`src/rtl/core/skrt_pkg.sv`:
```
// shared types and constants for the sorted keyed record table
// no dependencies; imported by every module of the block
package skrt_pkg;

  localparam int CAPACITY = 32;
  localparam int IDX_W    = $clog2(CAPACITY);
  localparam int CNT_W    = $clog2(CAPACITY + 1);
  localparam int KEY_W    = 32;
  localparam int PAY_W    = 64;
  localparam int CMD_W    = 2;
  localparam int STAT_W   = 3;

  typedef enum logic [CMD_W-1:0] {
    CMD_ADD  = 2'd0,
    CMD_DEL  = 2'd1,
    CMD_SHOW = 2'd2,
    CMD_LIST = 2'd3
  } cmd_t;

  typedef enum logic [STAT_W-1:0] {
    STAT_ADDED     = 3'd0,
    STAT_DUPLICATE = 3'd1,
    STAT_DELETED   = 3'd2,
    STAT_NOT_FOUND = 3'd3,
    STAT_FULL      = 3'd4,
    STAT_RECORD    = 3'd5,
    STAT_EMPTY     = 3'd6
  } status_t;

  typedef enum logic [2:0] {
    S_IDLE,
    S_SCAN,
    S_SHR,
    S_SHL,
    S_PUT,
    S_LIST_LD,
    S_LIST_WAIT,
    S_RESP
  } state_t;

  typedef struct packed {
    logic [KEY_W-1:0] key;
    logic [PAY_W-1:0] first;
    logic [PAY_W-1:0] second;
  } record_t;

  typedef struct packed {
    logic eq;
    logic ge;
  } cmp_res_t;

endpackage

```
`src/rtl/core/skrt_key_cmp.sv`:
```
// shared key comparator: equality and signed greater-or-equal
// depends on skrt_pkg
module skrt_key_cmp (
  input  logic [skrt_pkg::KEY_W-1:0] stored_key,
  input  logic [skrt_pkg::KEY_W-1:0] req_key,
  output skrt_pkg::cmp_res_t         res
);
  import skrt_pkg::*;

  always_comb begin
    res.eq = (stored_key == req_key);
    res.ge = ($signed(stored_key) >= $signed(req_key));
  end

endmodule

```
`config.mk`:
```
export PLATFORM = sky130hd
export DESIGN_NAME = skrt_key_cmp
export DESIGN_NICKNAME = d
export VERILOG_FILES = /design/src/rtl/core/skrt_pkg.sv /design/src/rtl/core/skrt_key_cmp.sv
export SDC_FILE = /design/constraint.sdc
export NUM_CORES = 1
export LEC_CHECK = 0
export CORE_UTILIZATION = 63
export DETAILED_ROUTE_END_ITERATION = 12
export DONT_BUFFER_PORTS = 1
export PLACE_DENSITY = 0.87
export SLEW_MARGIN = 20
export SYNTH_ARGS = -nofsm -noshare
export SYNTH_HDL_FRONTEND = slang
export SYNTH_SLANG_ARGS = --single-unit
```
`constraint.sdc`:
```
create_clock -name vclk -period 4.3
set_clock_uncertainty 0.15 [all_clocks]
set_input_delay 0.215 -clock vclk [all_inputs]
set_output_delay 0.215 -clock vclk [all_outputs]
set_load 0.05 [all_outputs]
```
# Word level (Yosys, flattened, before mapping)
# Index checks and enable logic that the tools add are counted.
dict set report totals {
  reg_bits 0
  latch_bits 0
  ram_bits 0
  romBits 0
  in_bits 64
  out_inout_bits 2
  wordCells 2
  mem_count 0
}
dict set report classes {
  add_sub_neg 0
  n_mul 0
  n_div 0
  n_lt_le_gt_ge 1
  n_eq_ne 1
  shifts 0
  muxes 0
  n_bitwise 0
  n_reduce_logical 0
}
# operator n
set ops {}
lappend ops {{== test 32 bit} 1}
lappend ops {{>= comparator 32 bit} 1}

# Longest topological paths before layout
dict set report logic_depth {
  word_depth 1
  mapped_depth 8
  depth_no_buf 8
}

# Least setup slack after synthesis
# No wires, ideal clock.
dict set report synth_timing {
  path_type {in2out}
  startpoint {input port req_key[31] in the netlist's numbering}
  endpoint {output port res[0] in the netlist's numbering}
  t_arrival_ps 2496
  t_required_ps 3935
  slack_ps 1439
  path_stages 7
  path_buffers 0
  cell_sequence {inv_1 -> ha_1 -> nand4_1 -> nor4_1 -> nand2_1 -> nor2_1 -> o21bai_1}
}
# element line_no
set synth_lines {}
lappend synth_lines {{from (decl)} skrt_key_cmp.sv:5} ;# input logic [skrt_pkg::KEY_W-1:0] req_key,
lappend synth_lines {{to (decl)} skrt_key_cmp.sv:6} ;# output skrt_pkg::cmp_res_t res

==> results.txt <==
* Run status: finished clean
- Each instance of the synthesized netlist takes up on average 7.42 µm².
- The worst setup path is captured at an output port.
- In this run the worst path has a maximum fanout of 3.
- The number of endpoints with negative hold slack in the final report was 0.
- After detailed routing, the total wire length is 1670 µm.
- In this run the count of I/O pins placed on the die edge is 66.
- For this configuration, the core starts out at a cell density of 71.9%.
* Die Y: 38.8 µm
- The number of antenna diodes in the final layout is 0.
- The worst setup path is launched from an input port.
- The HPWL after detailed placement is 1670 µm.
- Hold is met by 0.749 ns.
* Power Dens Cells: 88.6 nW/µm²
- Entering global routing, the biggest net connects 5 pins.
- Hold Path Origin: req_key[0]
* Hold crit path type: input port to output port
- The largest total area in the synthesized netlist belongs to ha_1.
* Fin crit share: 64.5%
- Area of the multi-input gates: 729 µm²
- For this design, the CTS-stage hold fixing added 0 buffers.
- After layout, the design draws a total of 0.0778 mW.
* Required @ worst endpoint: 3.93 ns
- Net count after synthesis: 211
- DR vias: 786
- In this run the post-CTS setup repair buffer count came out at 0.
* Transition time of the tightest slew-check pin: 1.01 ns
* GRT Util Overall: 22.0%
- Yosys attributes the largest share of cell area to ha_1 47%, inv_1 15%, a21oi_1 6.5%, nand4_1 5.1%, a2111oi_4 3.2%.
- Max-capacitance violation count: 0
- Synthesized instance count: 115
- In the routed layout, each cell is associated on average with a via count of 6.05.
- The worst path needs 2.77 ns of the cycle, external delays included.
- The signal on the critical path passes through inv_1 -> ha_1 -> a21oi_2 -> o21ai_1 -> a221o_1 -> a2111oi_4 -> a21oi_1 -> o21bai_1.
* Clock buffer count: 0
- Dominant combinational cell family by area after synthesis: adder cells
- Post-synthesis share of cell area spent on full adders, half adders and majority gates: 46.9%
- Among all stages on the critical path, the largest delay is contributed by o21bai_1.
* Net count of the finished layout: 214
- Resized Gates After CTS: 0
* Yosys top cell area share: 46.9%
- The max-slew violation total from the final report was 0.
- The via count of the first global-routing pass came to 713.
- Area fraction in and, or, nand and nor cells after synthesis: 15.1%
- The critical path in this run is classified as input port to output port.
- The synthesized netlist devotes 0% of its cell area to XOR and XNOR gates.
* Unrepaired setup endpoints after global routing: false
- DRC violation total after the first TritonRoute iteration: 5
- Fraction of the mapped netlist area in compound gates: 23.5%
- The worst pin sits at a relative slew slack of 32.7%.
- Distinct cells, synth: 20
- I/O Buffers: 0
- Timing would allow up to 361 MHz.
* Die extent in x: 38.8 µm
- In this run the cell area of the synthesized design comes to 853 µm².
- Die Area: 1510 µm²
- Post-detailed-route count of antenna-violating nets: 0
- The path with the worst hold slack has its endpoint at res[1].
- Number of warning messages in the yosys log: 0
- RePlAce Congestion: 0.622
- Setup TNS Final: 0 ns
- Number of rows in the core area: 12
* Critical Path Max Stage Delay: 0.80 ns
- Aggregate global routing overflow: 0
- Core Footprint: 1190 µm²
- Along the worst hold path, the cell count comes to 4.
- First-pass GRT wire length: 2390 µm
- After detailed routing, the average wire length per cell comes to 12.8 µm.
- Cell leakage power: 0.533 nW
* Number of sequential cells: 0
* Number of antenna violations at the first check in global routing: 0
- Final core utilization: 74.1%
* Fraction of layout cells with a size suffix above 1: 5.17%
- Arrival time at the worst endpoint: 2.41 ns
* Sequential cell area: 0 µm²
- In the routed design, unresolved DRC markers number 0.
- Setup-violating endpoint count in the final report: 0
- Relative area change from synthesis to final layout: 2.93%
- Across the VDD grid, the largest voltage drop is 0.0000567 V.
- Post-synthesis mux area share: 0%
* First-pass DRT Iterations: 2
* Sequential fraction of the synthesis area: 0%
- The layout has 95 filler cells.
==> through the flow <==
step / instances / setup WS (ns) / instance area (µm²)
floorplan: 115 / 1.44 / 853
global placement: 130 / 1.53 / 878
detailed placement: 130 / 1.52 / 878
CTS: 130 / 1.52 / 878
global route: 130 / 1.38 / 878
finish: 130 / 1.53 / 878
==> cells in the mapped netlist <==
| cell | number |
|---|---|
| a21oi_2 | 2 |
| a2111oi_4 | 1 |
| nand4_1 | 7 |
| nor2b_1 | 2 |
| o211ai_1 | 1 |
| nor4_1 | 2 |
| inv_1 | 33 |
| nor2_1 | 3 |
| ha_1 | 32 |
| a21oi_1 | 11 |
| a221o_1 | 2 |
| nand2_1 | 6 |
| o21ai_0 | 1 |
| and3_1 | 1 |
| nand3_1 | 4 |
| a21o_1 | 3 |
| a21boi_2 | 1 |
| o31ai_4 | 1 |
| o21bai_1 | 1 |
| o21ai_1 | 1 |
==> placed cells by master (no fill, tap or decap), drive strengths merged <==
cell type	Yosys	layout
nand3	4	4
inv	33	33
nand2	6	6
nor2	3	3
nor2b	2	2
nand4	7	7
o21ai	2	2
o211ai	1	1
a21o	3	3
o21bai	1	1
a21oi	13	13
a21boi	1	1
buf	0	1
a221o	2	2
a2111oi	1	1
and3	1	1
o31ai	1	1
nor4	2	2
ha	32	32
==> power breakdown <==
part / total (mW) / internal, mW / switching (mW)
clock network: 0 / 0 / 0
logic: 0.0778 / 0.0338 / 0.0440
registers: 0 / 0 / 0
total: 0.0778 / 0.0338 / 0.0440
==> cell type report <==
| type | count | share of cell area [%] |
|---|---|---|
| Multi-Input combinational cell | 82 | 83.0 |
| Inverter | 33 | 14.1 |
| Tap cell | 14 | 1.99 |
| Timing Repair Buffer | 1 | 0.855 |
==> worst max-delay path by stage <==
stage / endpoint / from / slack, ns / depth (start not counted)
CTS: res[0] / req_key[31] / 1.52 / 7
finish: res[0] / req_key[19] / 1.53 / 8
floorplan: res[0] / req_key[31] / 1.44 / 7
detailed placement: res[0] / req_key[31] / 1.52 / 7
global placement: res[0] / req_key[31] / 1.53 / 7
global route: res[0] / req_key[30] / 1.38 / 7
==> per-layer routing <==
metal / global-route usage [%] / wire length [µm] / vias to the layer above / part of all wire [%]
li1: - / - / 403 / -
met1: 15.5 / 570 / 347 / 34
met2: 56.3 / 1000 / 36 / 60
met3: 2.89 / 94 / 0 / 5.6
met4: 0 / 0 / 0 / 0
met5: 0 / 0 / - / 0
==> worst max-delay path: cells and delay by family <==
family                   cells  cell delay [ns]
buffers and inverters        1             0.02
AO/OA/AOI/OAI                6             1.86
adder cells (fa/ha/maj)      1             0.31
==> cells by family after synthesis <==
logic type      Yosys count
compound gates           25
fa+ha+maj                32
buf+inv                  33
simple gates             25
Note: power is estimated with default switching activity, not from simulation.
